<file path="config.mk">
export PLATFORM = sky130hd
export DESIGN_NAME = scancode_key_decoder_fifo_top
export DESIGN_NICKNAME = d
export VERILOG_FILES = /design/src/rtl/core/skfd_pkg.sv /design/src/rtl/core/skfd_decode.sv /design/src/rtl/core/skfd_cell.sv /design/src/rtl/core/skfd_chain.sv /design/src/rtl/core/scancode_key_decoder_fifo_top.sv
export SDC_FILE = /design/constraint.sdc
export NUM_CORES = 1
export LEC_CHECK = 0
export BUFFER_PORTS_ARGS = -buffer_cell sky130_fd_sc_hd__buf_2
export CAP_MARGIN = 30
export CORE_UTILIZATION = 45
export CTS_CLUSTER_SIZE = 14
export DETAILED_ROUTE_END_ITERATION = 10
export SETUP_SLACK_MARGIN = 0.1
export SKIP_CTS_REPAIR_TIMING = 1
export SLEW_MARGIN = 20
export SYNTH_ARGS = -nofsm -noshare
export SYNTH_HDL_FRONTEND = slang
export SYNTH_SLANG_ARGS = --single-unit
</file>
<file path="constraint.sdc">
create_clock -name clk -period 6.97 [get_ports clk]
set_clock_uncertainty 0.2 [all_clocks]
set_input_delay 0.697 -clock clk [delete_from_list [all_inputs] [get_ports clk]]
set_output_delay 0.697 -clock clk [all_outputs]
set_load 0.03 [all_outputs]
</file>
<file path="src/rtl/core/skfd_pkg.sv">
`default_nettype none

package skfd_pkg;

    // FIFO geometry
    localparam int FIFO_DEPTH = 32;
    localparam int CNT_W      = $clog2(FIFO_DEPTH + 1);
    localparam int COUNT_W    = 6;

    // scan-code set 1 bytes
    localparam logic [7:0] SC_EXT       = 8'hE0;
    localparam logic [7:0] SC_LSHIFT    = 8'h2A;
    localparam logic [7:0] SC_RSHIFT    = 8'h36;
    localparam logic [7:0] SC_LSHIFT_BR = 8'hAA;
    localparam logic [7:0] SC_RSHIFT_BR = 8'hB6;
    localparam logic [7:0] SC_CAPS      = 8'h3A;
    localparam logic [7:0] SC_TAB       = 8'h0F;
    localparam logic [7:0] SC_UP        = 8'h48;
    localparam logic [7:0] SC_DOWN      = 8'h50;
    localparam logic [7:0] SC_LEFT      = 8'h4B;
    localparam logic [7:0] SC_RIGHT     = 8'h4D;

    // arrow tokens
    localparam logic [7:0] TOK_UP    = 8'hF1;
    localparam logic [7:0] TOK_DOWN  = 8'hF2;
    localparam logic [7:0] TOK_LEFT  = 8'hF3;
    localparam logic [7:0] TOK_RIGHT = 8'hF4;

    typedef enum logic [1:0] {
        MODE_SCAN     = 2'd0,
        MODE_POP      = 2'd1,
        MODE_CLEAR    = 2'd2,
        MODE_FLAG_CLR = 2'd3
    } mode_t;

    typedef struct packed {
        mode_t      mode;
        logic [7:0] scan_byte;
        logic       snapshot_enable;
    } cmd_t;

    typedef struct packed {
        logic               key_valid;
        logic [7:0]         key_char;
        logic [7:0]         key_scan;
        logic               key_pressed;
        logic [COUNT_W-1:0] fifo_count;
        logic               snapshot_saved;
        logic               snapshot_request;
    } evt_t;

    // one queued key event
    typedef struct packed {
        logic [7:0] ch;
        logic [7:0] scan;
        logic       pressed;
    } entry_t;

    // decoder result for one step
    typedef struct packed {
        logic   push;
        entry_t entry;
        logic   snap_req;
        logic   saved;
    } dec_t;

    // per-cell control
    typedef struct packed {
        logic shift;
        logic load;
    } cell_ctrl_t;

    // lower-case table
    function automatic logic [7:0] lower_char(input logic [6:0] code);
        logic [7:0] ch;
        case (code)
            7'h01: ch = 8'h1B;
            7'h02: ch = 8'h31;
            7'h03: ch = 8'h32;
            7'h04: ch = 8'h33;
            7'h05: ch = 8'h34;
            7'h06: ch = 8'h35;
            7'h07: ch = 8'h36;
            7'h08: ch = 8'h37;
            7'h09: ch = 8'h38;
            7'h0A: ch = 8'h39;
            7'h0B: ch = 8'h30;
            7'h0C: ch = 8'h2D;
            7'h0D: ch = 8'h3D;
            7'h0E: ch = 8'h08;
            7'h0F: ch = 8'h09;
            7'h10: ch = 8'h71;
            7'h11: ch = 8'h77;
            7'h12: ch = 8'h65;
            7'h13: ch = 8'h72;
            7'h14: ch = 8'h74;
            7'h15: ch = 8'h79;
            7'h16: ch = 8'h75;
            7'h17: ch = 8'h69;
            7'h18: ch = 8'h6F;
            7'h19: ch = 8'h70;
            7'h1A: ch = 8'h5B;
            7'h1B: ch = 8'h5D;
            7'h1C: ch = 8'h0A;
            7'h1E: ch = 8'h61;
            7'h1F: ch = 8'h73;
            7'h20: ch = 8'h64;
            7'h21: ch = 8'h66;
            7'h22: ch = 8'h67;
            7'h23: ch = 8'h68;
            7'h24: ch = 8'h6A;
            7'h25: ch = 8'h6B;
            7'h26: ch = 8'h6C;
            7'h27: ch = 8'h3B;
            7'h28: ch = 8'h27;
            7'h29: ch = 8'h60;
            7'h2B: ch = 8'h5C;
            7'h2C: ch = 8'h7A;
            7'h2D: ch = 8'h78;
            7'h2E: ch = 8'h63;
            7'h2F: ch = 8'h76;
            7'h30: ch = 8'h62;
            7'h31: ch = 8'h6E;
            7'h32: ch = 8'h6D;
            7'h33: ch = 8'h2C;
            7'h34: ch = 8'h2E;
            7'h35: ch = 8'h2F;
            7'h37: ch = 8'h2A;
            7'h39: ch = 8'h20;
            default: ch = 8'h00;
        endcase
        return ch;
    endfunction

    // caps-lock table: letters upper case, digits and punctuation dropped
    function automatic logic [7:0] upper_char(input logic [6:0] code);
        logic [7:0] ch;
        case (code)
            7'h01: ch = 8'h1B;
            7'h0E: ch = 8'h08;
            7'h0F: ch = 8'h09;
            7'h10: ch = 8'h51;
            7'h11: ch = 8'h57;
            7'h12: ch = 8'h45;
            7'h13: ch = 8'h52;
            7'h14: ch = 8'h54;
            7'h15: ch = 8'h59;
            7'h16: ch = 8'h55;
            7'h17: ch = 8'h49;
            7'h18: ch = 8'h4F;
            7'h19: ch = 8'h50;
            7'h1C: ch = 8'h0A;
            7'h1E: ch = 8'h41;
            7'h1F: ch = 8'h53;
            7'h20: ch = 8'h44;
            7'h21: ch = 8'h46;
            7'h22: ch = 8'h47;
            7'h23: ch = 8'h48;
            7'h24: ch = 8'h4A;
            7'h25: ch = 8'h4B;
            7'h26: ch = 8'h4C;
            7'h2C: ch = 8'h5A;
            7'h2D: ch = 8'h58;
            7'h2E: ch = 8'h43;
            7'h2F: ch = 8'h56;
            7'h30: ch = 8'h42;
            7'h31: ch = 8'h4E;
            7'h32: ch = 8'h4D;
            7'h39: ch = 8'h20;
            default: ch = 8'h00;
        endcase
        return ch;
    endfunction

endpackage

`default_nettype wire

</file>
<file path="src/rtl/core/skfd_decode.sv">
`default_nettype none

module skfd_decode (
    input  wire logic            clk,
    input  wire logic            rst_n,
    input  wire logic            accept,
    input  wire skfd_pkg::cmd_t  cmd,
    output skfd_pkg::dec_t       dec
);
    import skfd_pkg::*;

    logic prefix_reg, prefix_next;
    logic shift_reg, shift_next;
    logic caps_reg, caps_next;
    logic saved_reg, saved_next;
    logic [7:0] b;
    logic [7:0] ch;
    logic       push;
    logic       snap_req;

    assign b = cmd.scan_byte;

    // byte decode and modifier tracking
    always_comb
    begin
        prefix_next = prefix_reg;
        shift_next  = shift_reg;
        caps_next   = caps_reg;
        saved_next  = saved_reg;
        ch          = 8'h00;
        push        = 1'b0;
        snap_req    = 1'b0;
        if (accept && cmd.mode == MODE_SCAN)
        begin
            if (b == SC_EXT)
            begin
                prefix_next = 1'b1;
            end
            else if (prefix_reg)
            begin
                prefix_next = 1'b0;
                if (!b[7])
                begin
                    case (b)
                        SC_UP:    ch = TOK_UP;
                        SC_DOWN:  ch = TOK_DOWN;
                        SC_LEFT:  ch = TOK_LEFT;
                        SC_RIGHT: ch = TOK_RIGHT;
                        default:  ch = 8'h00;
                    endcase
                    push = (ch != 8'h00);
                end
            end
            else if (b == SC_LSHIFT || b == SC_RSHIFT)
            begin
                shift_next = 1'b1;
            end
            else if (b == SC_LSHIFT_BR || b == SC_RSHIFT_BR)
            begin
                shift_next = 1'b0;
            end
            else if (b == SC_CAPS)
            begin
                caps_next = !caps_reg;
            end
            else if (b == SC_TAB && shift_reg && cmd.snapshot_enable)
            begin
                saved_next = 1'b1;
                snap_req   = 1'b1;
            end
            else if (!b[7])
            begin
                ch   = caps_reg ? upper_char(b[6:0]) : lower_char(b[6:0]);
                push = (ch != 8'h00);
            end
        end
        if (accept && cmd.mode == MODE_FLAG_CLR)
        begin
            saved_next = 1'b0;
        end
    end

    always_comb
    begin
        dec.push          = push;
        dec.entry.ch      = ch;
        dec.entry.scan    = b;
        dec.entry.pressed = 1'b1;
        dec.snap_req      = snap_req;
        dec.saved         = saved_next;
    end

    always_ff @(posedge clk or negedge rst_n)
    begin
        if (!rst_n)
        begin
            prefix_reg <= 1'b0;
            shift_reg  <= 1'b0;
            caps_reg   <= 1'b0;
            saved_reg  <= 1'b0;
        end
        else
        begin
            prefix_reg <= prefix_next;
            shift_reg  <= shift_next;
            caps_reg   <= caps_next;
            saved_reg  <= saved_next;
        end
    end

endmodule

`default_nettype wire

</file>
<file path="src/rtl/core/skfd_cell.sv">
`default_nettype none

module skfd_cell (
    input  wire logic                 clk,
    input  wire skfd_pkg::cell_ctrl_t ctrl,
    input  wire skfd_pkg::entry_t     neighbor,
    input  wire skfd_pkg::entry_t     fresh,
    output skfd_pkg::entry_t          entry
);
    import skfd_pkg::*;

    entry_t entry_reg, entry_next;

    // a new key wins over the shift from the neighbor
    always_comb
    begin
        entry_next = entry_reg;
        if (ctrl.load)
        begin
            entry_next = fresh;
        end
        else if (ctrl.shift)
        begin
            entry_next = neighbor;
        end
    end

    always_ff @(posedge clk)
    begin
        entry_reg <= entry_next;
    end

    assign entry = entry_reg;

endmodule

`default_nettype wire

</file>
<file path="src/rtl/core/skfd_chain.sv">
`default_nettype none

module skfd_chain (
    input  wire logic                        clk,
    input  wire logic                        rst_n,
    input  wire logic                        accept,
    input  wire skfd_pkg::mode_t             mode,
    input  wire logic                        push,
    input  wire skfd_pkg::entry_t            fresh,
    output skfd_pkg::entry_t                 head,
    output logic                             pop_ok,
    output logic [skfd_pkg::CNT_W-1:0]       count_after
);
    import skfd_pkg::*;

    logic [CNT_W-1:0] count_reg, count_next;
    logic             full;
    logic             do_push;
    logic             shift_all;
    entry_t           cell_q [FIFO_DEPTH];
    cell_ctrl_t       ctrl   [FIFO_DEPTH];

    assign full    = (count_reg == CNT_W'(FIFO_DEPTH));
    assign do_push = accept && mode == MODE_SCAN && push;
    assign pop_ok  = accept && mode == MODE_POP && count_reg != '0;
    // pop, or push over the oldest word: everything moves one cell toward the head
    assign shift_all = pop_ok || (do_push && full);

    // occupancy
    always_comb
    begin
        count_next = count_reg;
        if (accept)
        begin
            case (mode)
                MODE_SCAN:
                begin
                    if (do_push && !full)
                    begin
                        count_next = count_reg + CNT_W'(1);
                    end
                end
                MODE_POP:
                begin
                    if (pop_ok)
                    begin
                        count_next = count_reg - CNT_W'(1);
                    end
                end
                MODE_CLEAR:    count_next = '0;
                MODE_FLAG_CLR: count_next = count_reg;
                default:       count_next = count_reg;
            endcase
        end
    end

    always_ff @(posedge clk or negedge rst_n)
    begin
        if (!rst_n)
        begin
            count_reg <= '0;
        end
        else
        begin
            count_reg <= count_next;
        end
    end

    // row of cells, cell 0 holds the oldest word
    for (genvar i = 0; i < FIFO_DEPTH; i++)
    begin : g_cell
        always_comb
        begin
            ctrl[i].shift = shift_all;
            ctrl[i].load  = do_push &&
                            (full ? (i == FIFO_DEPTH - 1) : (count_reg == CNT_W'(i)));
        end

        if (i < FIFO_DEPTH - 1)
        begin : g_mid
            skfd_cell u_cell (
                .clk      (clk),
                .ctrl     (ctrl[i]),
                .neighbor (cell_q[i+1]),
                .fresh    (fresh),
                .entry    (cell_q[i])
            );
        end
        else
        begin : g_last
            skfd_cell u_cell (
                .clk      (clk),
                .ctrl     (ctrl[i]),
                .neighbor (fresh),
                .fresh    (fresh),
                .entry    (cell_q[i])
            );
        end
    end

    assign head        = cell_q[0];
    assign count_after = count_next;

endmodule

`default_nettype wire

</file>
<file path="src/rtl/core/scancode_key_decoder_fifo_top.sv">
`default_nettype none

// Set-1 keyboard decoder with a 32-word key queue. Each command word (scan byte,
// pop, queue clear, snapshot-flag clear) is taken back to back, one per clock,
// while cmd_stall is low. Its result word is registered in the output buffer
// and shown on evt. If the output word is still held by evt_stall, the result
// waits in the buffer until the words ahead of it are taken. The queue is a row
// of 32 shift cells with the oldest key in cell 0, so a pop or an overwrite of
// the oldest key moves every cell one place in the same cycle. A two-word output
// buffer keeps cmd flowing while a result waits: cmd_stall rises only when both
// buffer words are full. No clearing pass after reset.
module scancode_key_decoder_fifo_top (
    input  wire logic            clk,
    input  wire logic            rst_n,
    input  wire logic            cmd_valid,
    output logic                 cmd_stall,
    input  wire skfd_pkg::cmd_t  cmd,
    output logic                 evt_valid,
    input  wire logic            evt_stall,
    output skfd_pkg::evt_t       evt
);
    import skfd_pkg::*;

    logic             accept;
    logic             take;
    dec_t             dec;
    entry_t           head;
    logic             pop_ok;
    logic [CNT_W-1:0] count_after;
    evt_t             res;

    logic out_valid_reg, out_valid_next;
    logic skid_valid_reg, skid_valid_next;
    evt_t out_reg, out_next;
    evt_t skid_reg, skid_next;

    assign cmd_stall = skid_valid_reg;
    assign accept    = cmd_valid && !cmd_stall;
    assign take      = out_valid_reg && !evt_stall;

    skfd_decode u_decode (
        .clk   (clk),
        .rst_n (rst_n),
        .accept(accept),
        .cmd   (cmd),
        .dec   (dec)
    );

    skfd_chain u_chain (
        .clk         (clk),
        .rst_n       (rst_n),
        .accept      (accept),
        .mode        (cmd.mode),
        .push        (dec.push),
        .fresh       (dec.entry),
        .head        (head),
        .pop_ok      (pop_ok),
        .count_after (count_after)
    );

    // result word for the accepted command
    always_comb
    begin
        res.key_valid        = pop_ok;
        res.key_char         = pop_ok ? head.ch : 8'h00;
        res.key_scan         = pop_ok ? head.scan : 8'h00;
        res.key_pressed      = pop_ok ? head.pressed : 1'b0;
        res.fifo_count       = COUNT_W'(count_after);
        res.snapshot_saved   = dec.saved;
        res.snapshot_request = dec.snap_req;
    end

    // two-word output buffer
    always_comb
    begin
        out_valid_next  = out_valid_reg;
        skid_valid_next = skid_valid_reg;
        out_next        = out_reg;
        skid_next       = skid_reg;
        if (take)
        begin
            if (skid_valid_reg)
            begin
                out_next        = skid_reg;
                skid_valid_next = 1'b0;
            end
            else
            begin
                out_valid_next = accept;
                out_next       = res;
            end
        end
        else if (!out_valid_reg)
        begin
            out_valid_next = accept;
            out_next       = res;
        end
        else if (accept)
        begin
            skid_valid_next = 1'b1;
            skid_next       = res;
        end
    end

    always_ff @(posedge clk or negedge rst_n)
    begin
        if (!rst_n)
        begin
            out_valid_reg  <= 1'b0;
            skid_valid_reg <= 1'b0;
        end
        else
        begin
            out_valid_reg  <= out_valid_next;
            skid_valid_reg <= skid_valid_next;
        end
    end

    always_ff @(posedge clk)
    begin
        out_reg  <= out_next;
        skid_reg <= skid_next;
    end

    assign evt_valid = out_valid_reg;
    assign evt       = out_reg;

    // checks
    a_skid_behind_out: assert property (@(posedge clk) disable iff (!rst_n)
        skid_valid_reg |-> out_valid_reg)
        else $error("skid word held without an output word");

    a_count_bound: assert property (@(posedge clk) disable iff (!rst_n)
        evt_valid |-> (evt.fifo_count <= COUNT_W'(FIFO_DEPTH)))
        else $error("queue count above depth");

    a_req_sets_flag: assert property (@(posedge clk) disable iff (!rst_n)
        (evt_valid && evt.snapshot_request) |-> evt.snapshot_saved)
        else $error("snapshot request without saved flag");

    a_pop_pressed: assert property (@(posedge clk) disable iff (!rst_n)
        (evt_valid && evt.key_valid) |-> (evt.key_pressed && evt.key_char != 8'h00))
        else $error("popped key without press flag or character");

endmodule

`default_nettype wire

</file>
After elaboration in Yosys (flattened, before gate mapping)
Memory sizes are Yosys's and may differ from the RTL's.
Cells that the tools add are included.
- input bits: 15
- memories kept: 2
- register bits: 576
- word-level logic and storage cells: 408
- ROM bits: 896
- memory list (memory ; words ; width ; read ports ; clocked after memory_dff ; write ports ; RTL line ; text):
    (name not given) ; 64 ; 7 ; 1 ; 0 ; 0 ; skfd_pkg.sv:138 ; case (code)
    (name not given) ; 64 ; 7 ; 1 ; 0 ; 0 ; skfd_pkg.sv:76 ; case (code)
- $add $sub $neg: 2
- mux-type cells: 172
- eq/ne operators: 48
- bitwise logic cells: 5
- reduce and logical (&&, ||, !) cells: 94
- operators by type and width (kind ; count):
    $mux 17 ; 64
    $mux 8 ; 34
    $eq 6x5->1 const B ; 16
    $mux 26 ; 3
    $reduce_bool 2->1 ; 35
    $mux 1 ; 66
    $eq 6x4->1 const B ; 8
    $logic_and 1x1->1 ; 43
    $eq 8x7->1 const B ; 4
    $pmux 8 s4 ; 1
    $eq 6x3->1 const B ; 4
    $eq 8x6->1 const B ; 3
    $eq 8x8->1 const B ; 3
    $pmux 6 s4 ; 1
    $mux 6 ; 3
    $reduce_bool 8->1 ; 2
    $eq 6x2->1 const B ; 2
    $eq 8x4->1 const B ; 1
    $add 6x1->6 const B ; 1
    $eq 6x1->1 const B ; 1
    $eq 6x6->1 const B ; 1
    $logic_not 6->1 ; 1
    $reduce_and 6->1 ; 1
    $reduce_bool 6->1 ; 1
    11 further kinds ; 22

Depth between registers and ports, before layout
- depth after elaboration: 27
- gate-level depth with buffers: 17
- gate-level depth less buffers: 12

Modules after synthesis
From an unflattened synthesis, not the netlist that was laid out.
- cell total of the unflattened synthesis: 1664
- area, all modules: 29524.6 um^2
- by module, submodules not included (module ; cells each ; sequential area each (um^2) ; area an instance (um^2) ; times used):
    skfd_cell ; 37 ; 510.5 ; 773.2 ; 32
    scancode_key_decoder_fifo_top ; 110 ; 1611.5 ; 2172.1 ; 1
    skfd_decode ; 250 ; 100.1 ; 1751.7 ; 1
    skfd_chain ; 120 ; 150.1 ; 857.1 ; 1

Worst setup path before layout
OpenSTA, ideal clock, no wires.
- path type: input to register
- start: in cmd[2] in the netlist's numbering
- end: reg u_chain.g_cell[25].g_mid.u_cell.entry_reg, in the netlist u_chain.g_cell[25].g_mid.u_cell.entry[10], enable pin
- arrival time: 4.290 ns
- setup time: 0.375 ns
- slack: 2.105 ns
- cell stages on the path: 15
- buffers on the path: 5
- data required time: 6.395 ns
- cell sequence: clkbuf_1 > inv_1 > clkbuf_1 > ha_1 > buf_2 > inv_1 > mux4_2 > and2_1 > o32ai_2 > o41ai_4 > a211oi_1 > and3_1 > buf_4 > buf_6 > nand2b_1
- longest elaborated chain between the ends: 24
- elaborated cells between the ends (all ways): 57
- ends and longest elaborated chain (what ; RTL line ; text):
    from (decl) ; scancode_key_decoder_fifo_top.sv:17 ; input wire skfd_pkg::cmd_t cmd,
    $mem_v2 64x7 (on tied branches) ; n/a ;
    $mux 8 (on tied branches) ; skfd_pkg.sv:76, skfd_pkg.sv:138 ;
    $mux 8 ; skfd_decode.sv:71 ; else if (!b[7])
    $mux 8 ; skfd_decode.sv:66 ; else if (b == SC_TAB && shift_reg && cmd.snapshot_enable)
    $mux 8 ; skfd_decode.sv:62 ; else if (b == SC_CAPS)
    $mux 8 ; skfd_decode.sv:58 ; else if (b == SC_LSHIFT_BR || b == SC_RSHIFT_BR)
    $mux 8 ; skfd_decode.sv:54 ; else if (b == SC_LSHIFT || b == SC_RSHIFT)
    $mux 8 ; skfd_decode.sv:39 ; else if (prefix_reg)
    [8 not listed] ; n/a ;
    $mux 1 ; skfd_decode.sv:54 ;
    $mux 1 ; skfd_decode.sv:39 ;
    $mux 1 (*) ; skfd_decode.sv:35 ; if (b == SC_EXT)
    $mux 1 (*) ; skfd_decode.sv:33 ; if (accept && cmd.mode == MODE_SCAN)
    $logic_and 1x1->1 (*) ; skfd_chain.sv:24 ; assign do_push = accept && mode == MODE_SCAN && push;
    $logic_and 1x1->1 ; skfd_chain.sv:27 ; assign shift_all = pop_ok || (do_push && full);
    $logic_or 1x1->1 ; skfd_chain.sv:27 ;
    $reduce_bool 2->1 (no source line) (*) ; n/a ;
    to (signal assigned) ; skfd_cell.sv:30 ; entry_reg <= entry_next;
    to (decl) ; skfd_cell.sv:12 ; entry_t entry_reg, entry_next;
Every way passes the cells marked *; elsewhere a longest branch is shown, timed or not. The select of a mux whose other input is x is not followed.
A chain may end at the register's enable or synchronous reset.

Final worst setup path
- start: in cmd[1] in the netlist's numbering
- end: reg u_chain.g_cell[6].g_mid.u_cell.entry_reg, in the netlist u_chain.g_cell[6].g_mid.u_cell.entry[12], enable pin
- longest elaborated chain between the ends: 24
- elaborated cells between the ends (all ways): 57
- ends and longest elaborated chain (what ; RTL line):
    $mem_v2 64x7 (on tied branches) ; n/a
    $mux 8 (on tied branches) ; skfd_pkg.sv:76, skfd_pkg.sv:138
    $mux 8 ; skfd_decode.sv:71
    $mux 8 ; skfd_decode.sv:66
    $mux 8 ; skfd_decode.sv:62
    $mux 8 ; skfd_decode.sv:58
    $mux 8 ; skfd_decode.sv:54
    $mux 8 ; skfd_decode.sv:39
    [8 not listed] ; n/a
    $mux 1 ; skfd_decode.sv:54
    $mux 1 ; skfd_decode.sv:39
    $mux 1 (*) ; skfd_decode.sv:35
    $mux 1 (*) ; skfd_decode.sv:33
    $logic_and 1x1->1 (*) ; skfd_chain.sv:24
    $logic_and 1x1->1 ; skfd_chain.sv:27
    $logic_or 1x1->1 ; skfd_chain.sv:27
    $reduce_bool 2->1 (no source line) (*) ; n/a
    to (signal assigned) ; skfd_cell.sv:30
    to (decl) ; skfd_cell.sv:12
Marks and branches as above.

==> flow_summary.html <==
<table>
<tr><th>Metric</th><th>Value</th></tr>
<tr><th colspan="2">Clock tree</th></tr>
<tr><td>Number of buffers created by CTS</td><td>57</td></tr>
<tr><td>CTS max path bufs</td><td>3</td></tr>
<tr><td>CTS clock-pin slew for the worst setup and hold paths</td><td>60 ps</td></tr>
<tr><td>Max H-tree Level</td><td>2</td></tr>
<tr><td>Total number of clock tree sinks</td><td>~570</td></tr>
<tr><td>CTS tree</td><td>built</td></tr>
<tr><td>Clk Latency, worst-skew pair</td><td>roughly 620 ps</td></tr>
<tr><td>Buffer cell driving the clock tree root</td><td>sky130_fd_sc_hd__clkbuf_16</td></tr>
<tr><th colspan="2">Logic synthesis</th></tr>
<tr><td>Sequential-to-total area share from yosys stat</td><td>66.47%</td></tr>
<tr><td>Number of unique standard cell types used by synthesis</td><td>82</td></tr>
<tr><td>Nets in the synthesized netlist</td><td>just over 2k</td></tr>
<tr><td>Ys async rst share</td><td>2.091%</td></tr>
<tr><td>Flip-flop and latch count after synthesis</td><td>approximately 570</td></tr>
<tr><td>Syn Area/Cell</td><td>approximately 13 µm²</td></tr>
<tr><td>Warnings, synthesis</td><td>0</td></tr>
<tr><td>Number of synthesized flops with an enable pin</td><td>between 500 and 600</td></tr>
<tr><td>Synth Flop Type</td><td>sky130_fd_sc_hd__edfxtp_1</td></tr>
<tr><td>Post-synthesis instance area</td><td>approximately 26,000 µm²</td></tr>
<tr><td>Number of cells produced by synthesis</td><td>roughly 2.0k</td></tr>
<tr><th colspan="2">GRT</th></tr>
<tr><td>Via count of the first global-routing pass</td><td>approximately 15k</td></tr>
<tr><td>Remaining global-route overflow</td><td>0</td></tr>
<tr><td>First-pass GRT wire length</td><td>about 90,000 µm</td></tr>
<tr><td>GRT Overall Usage</td><td>20.23%</td></tr>
<tr><td>Initial antenna violation count</td><td>2</td></tr>
<tr><td>Pin count of the biggest net entering global routing</td><td>52</td></tr>
<tr><th colspan="2">STA</th></tr>
<tr><td>Final min period</td><td>~4900 ps</td></tr>
<tr><td>Unrepaired setup endpoints after global routing</td><td>false</td></tr>
<tr><td>Total negative slack for setup checks</td><td>0 ps</td></tr>
<tr><td>Final number of hold-violating endpoints</td><td>0</td></tr>
<tr><td>Setup-violating endpoint count in the final report</td><td>0</td></tr>
<tr><td>Share of the clock period used by the worst path</td><td>70.51%</td></tr>
<tr><td>Slew @ Worst Pin</td><td>979.8 ps</td></tr>
<tr><td>Count of final max-slew check failures</td><td>0</td></tr>
<tr><td>Max Freq</td><td>between 200 and 250 MHz</td></tr>
<tr><td>Worst slew margin relative to its limit</td><td>between 30% and 40%</td></tr>
<tr><th colspan="2">Worst setup path</th></tr>
<tr><td>Levels on crit path</td><td>14</td></tr>
<tr><td>Capturing element type of the critical path</td><td>flop</td></tr>
<tr><td>Critical-path maximum fanout</td><td>17</td></tr>
<tr><td>Element type at the critical path start</td><td>input pin</td></tr>
<tr><td>Slowest Stage Delay on Critical Path</td><td>between 400 and 500 ps</td></tr>
<tr><td>Critical register-to-register path startpoint</td><td>cmd_stall$_DFFE_PN0P_</td></tr>
<tr><td>Critical Path Slowest Stage Cell</td><td>sky130_fd_sc_hd__nor2_2</td></tr>
<tr><td>Worst Reg2Reg Path Length in Cells</td><td>10</td></tr>
<tr><td>Required time of the worst setup path</td><td>between 6000 and 7000 ps</td></tr>
<tr><td>Slack of the worst reg-to-reg path</td><td>approximately 2300 ps</td></tr>
<tr><td>Critical path, cell by cell</td><td>buf_2 &gt; buf_4 &gt; ha_1 &gt; or3_1 &gt; o2111ai_1 &gt; nand2_1 &gt; nand3_2 &gt; clkinv_2 &gt; a311oi_1 &gt; o2bb2ai_2 &gt; a21oi_1 &gt; nor2_2 &gt; buf_4 &gt; nand2_1</td></tr>
<tr><td>Buffers plus inverters on the worst setup path</td><td>4</td></tr>
<tr><td>Terminus of the critical flop-to-flop path</td><td>u_chain.g_cell[0].g_mid.u_cell.entry[13]$_DFFE_PP_</td></tr>
<tr><td>Critical path class</td><td>input pin to flop</td></tr>
<tr><td>Arrival time at the worst endpoint</td><td>~4900 ps</td></tr>
<tr><td>Top cell family by delay on the critical path</td><td>simple AND/OR/NAND/NOR gates</td></tr>
<tr><th colspan="2">Power</th></tr>
<tr><td>Peak supply drop</td><td>0.0001989 V</td></tr>
<tr><td>Leakage power figure</td><td>approximately 11 nW</td></tr>
<tr><td>Power density cells</td><td>approximately 280 nW/µm²</td></tr>
<tr><td>Power after layout</td><td>around 8.2 mW</td></tr>
<tr><th colspan="2">Min path</th></tr>
<tr><td>Type of the most critical hold path</td><td>input pin to flop</td></tr>
<tr><td>Worst Hold Path Cells</td><td>3</td></tr>
<tr><td>Beginning of the worst hold path</td><td>evt_stall</td></tr>
<tr><td>End point of the most critical hold path</td><td>cmd_stall$_DFFE_PN0P_</td></tr>
<tr><th colspan="2">Detailed routing</th></tr>
<tr><td>Drt pass-1 iters</td><td>6</td></tr>
<tr><td>Vias after detailed routing</td><td>~16k</td></tr>
<tr><td>Routed wire per std cell</td><td>21.10 µm</td></tr>
<tr><td>DRC marker count from the first detailed-route iteration</td><td>~1.4k</td></tr>
<tr><td>Via density</td><td>approximately 5.6</td></tr>
<tr><td>Post-detailed-route DRC marker count</td><td>0</td></tr>
<tr><td>Post-route antenna net violation count</td><td>0</td></tr>
<tr><td>Post-Route WL</td><td>approximately 59,000 µm</td></tr>
<tr><th colspan="2">Flow run</th></tr>
<tr><td>Max-cap violations</td><td>0</td></tr>
<tr><th colspan="2">Final layout</th></tr>
<tr><td>Utilization after layout</td><td>about 51%</td></tr>
<tr><td>Number of flip-flops in the largest register</td><td>between 400 and 500</td></tr>
<tr><td>Most common cell after layout, fill and taps aside</td><td>sky130_fd_sc_hd__edfxtp_1</td></tr>
<tr><td>Share of final-layout standard cells stronger than drive strength 1</td><td>around 20%</td></tr>
<tr><td>Highest-count cells in the layout ignoring fill and taps</td><td>sky130_fd_sc_hd__edfxtp_1 (562), sky130_fd_sc_hd__nand2_1 (384), sky130_fd_sc_hd__o21ai_0 (325)</td></tr>
<tr><td>Nets</td><td>~2.0k</td></tr>
<tr><td>Final Instance Area</td><td>28,810 µm²</td></tr>
<tr><td>Area Growth Syn to Fin</td><td>11.47%</td></tr>
<tr><th colspan="2">Floorplan</th></tr>
<tr><td>Die extent in y</td><td>241.6 µm</td></tr>
<tr><td># IOs</td><td>43</td></tr>
<tr><td>Die Footprint</td><td>just under 60,000 µm²</td></tr>
<tr><td>Initial core utilization</td><td>a little under half</td></tr>
<tr><td>Row count</td><td>between 80 and 90</td></tr>
<tr><td>Std-Cell Core Area</td><td>between 50,000 and 60,000 µm²</td></tr>
<tr><td>Width of the die</td><td>~240 µm</td></tr>
<tr><th colspan="2">Place</th></tr>
<tr><td>Cell area reported after detailed placement</td><td>26,840 µm²</td></tr>
<tr><td>RD Place Congestion</td><td>0.9262</td></tr>
<tr><td>Final HPWL from detailed placement</td><td>about 38,000 µm</td></tr>
<tr><td>Count of buffers from port buffering</td><td>42</td></tr>
<tr><th colspan="2">Outcome</th></tr>
<tr><td>Status</td><td>finished, final reports clean</td></tr>
</table>
-- power breakdown --
group | leakage [nW] | switching, mW | total [mW] | internal [mW]
Clock | 0.907 | 1.28 | 3.13 | 1.85
Sequential | 5.26 | 0.115 | 4.12 | 4.00
Combinational | 4.60 | 0.678 | 0.931 | 0.252
-- layout make-up --
| cell class | instances | area (µm²) |
|---|---|---|
| antenna | 1 | 2.502 |
| clock buffer | 69 | 1493 |
| clock inverter | 35 | 404.1 |
| fill | 4821 | 27800 |
| inverter | 27 | 102.6 |
| multi-input combinational | 1219 | 7802 |
| sequential | 574 | 17180 |
| tap | 756 | 945.9 |
| timing repair buffer | 123 | 879.6 |
-- cell usage after synthesis, types with 3 or more instances --
master	n	area (µm²)
sky130_fd_sc_hd__nand3b_1	3	22.52
sky130_fd_sc_hd__nor3b_1	3	22.52
sky130_fd_sc_hd__nor3_1	5	25.02
sky130_fd_sc_hd__inv_1	25	93.84
sky130_fd_sc_hd__clkbuf_1	109	409.1
sky130_fd_sc_hd__and3_1	22	137.6
sky130_fd_sc_hd__o2111ai_1	14	122.6
sky130_fd_sc_hd__mux2_2	114	1284
sky130_fd_sc_hd__buf_2	40	200.2
sky130_fd_sc_hd__and2_1	34	212.7
sky130_fd_sc_hd__buf_6	15	168.9
sky130_fd_sc_hd__o21ai_0	327	1637
sky130_fd_sc_hd__a211oi_1	6	45.04
sky130_fd_sc_hd__ha_1	19	237.7
sky130_fd_sc_hd__buf_4	9	67.56
sky130_fd_sc_hd__o21ai_1	7	35.03
sky130_fd_sc_hd__dfrtp_1	12	300.3
sky130_fd_sc_hd__edfxtp_1	562	16880
sky130_fd_sc_hd__nand4_1	3	18.77
sky130_fd_sc_hd__mux2i_1	6	60.06
sky130_fd_sc_hd__o22ai_1	3	18.77
sky130_fd_sc_hd__nand3_1	12	60.06
sky130_fd_sc_hd__a221oi_1	5	43.79
sky130_fd_sc_hd__a21o_1	22	165.2
sky130_fd_sc_hd__nor2b_1	11	68.82
sky130_fd_sc_hd__nand2b_1	9	56.30
sky130_fd_sc_hd__o31ai_1	4	30.03
sky130_fd_sc_hd__a2bb2oi_1	3	26.28
sky130_fd_sc_hd__xnor2_1	8	70.07
sky130_fd_sc_hd__a2111o_1	12	135.1
sky130_fd_sc_hd__o221ai_1	6	52.55
sky130_fd_sc_hd__mux2_4	44	660.6
sky130_fd_sc_hd__a311oi_1	4	35.03
sky130_fd_sc_hd__a21oi_1	23	115.1
sky130_fd_sc_hd__nor4_1	6	37.54
sky130_fd_sc_hd__nand2_1	386	1449
sky130_fd_sc_hd__o2111ai_2	6	90.09
sky130_fd_sc_hd__a31oi_1	5	31.28
sky130_fd_sc_hd__nor2_1	33	123.9
sky130_fd_sc_hd__buf_1	3	11.26
sky130_fd_sc_hd__a311o_1	3	30.03
sky130_fd_sc_hd__or2_2	4	25.02
-- tightest hold or removal path, cell delays in order --
cell                      delay [ps]
sky130_fd_sc_hd__buf_2            90
sky130_fd_sc_hd__nor2b_1          70
sky130_fd_sc_hd__nor2_1          100
-- stage by stage --
stage          hold slack, ps  worst slack, ps  instances
2_1_floorplan           201.4             2105       1997
3_5_place_dp            301.4             1348       2694
6_report                176.7             2055       2804
4_1_cts                -258.6             1990       2798
5_1_grt                 204.5             1825       2803
3_3_place_gp            300.8             1513       2691
-- how the worst max path moves through the flow --
stage / from / endpoint
2_1_floorplan: cmd[2] / u_chain.g_cell[25].g_mid.u_cell.entry[10]$_DFFE_PP_
3_3_place_gp: cmd[1] / u_chain.g_cell[6].g_mid.u_cell.entry[9]$_DFFE_PP_
3_5_place_dp: cmd[1] / u_chain.g_cell[6].g_mid.u_cell.entry[15]$_DFFE_PP_
4_1_cts: cmd[1] / u_chain.g_cell[6].g_mid.u_cell.entry[1]$_DFFE_PP_
5_1_grt: cmd[1] / u_chain.g_cell[6].g_mid.u_cell.entry[1]$_DFFE_PP_
6_report: cmd[1] / u_chain.g_cell[6].g_mid.u_cell.entry[12]$_DFFE_PP_
-- routing by layer --
layer  wire, µm  track usage [%]  share of wire [%]  vias to the layer above
met5          0                0                  0                        -
met4       1398            6.463                2.4                        0
met3       3587            3.762                6.1                       88
met2      27580            32.18                 47                      439
met1      26610            28.05                 45                     7841
li1           -                -                  -                     7364
-- cell families after synthesis --
family	Yosys count	synth area share [%]
AO/OA/AOI/OAI	477	11.34
AND/OR/NAND/NOR	550	9.422
XOR/XNOR	8	0.2711
adder cells (fa/ha/maj)	19	0.9199
buffers and inverters	204	3.733
flip-flops	574	66.47
multiplexers	165	7.844
Power figures use the tool's default switching activity.
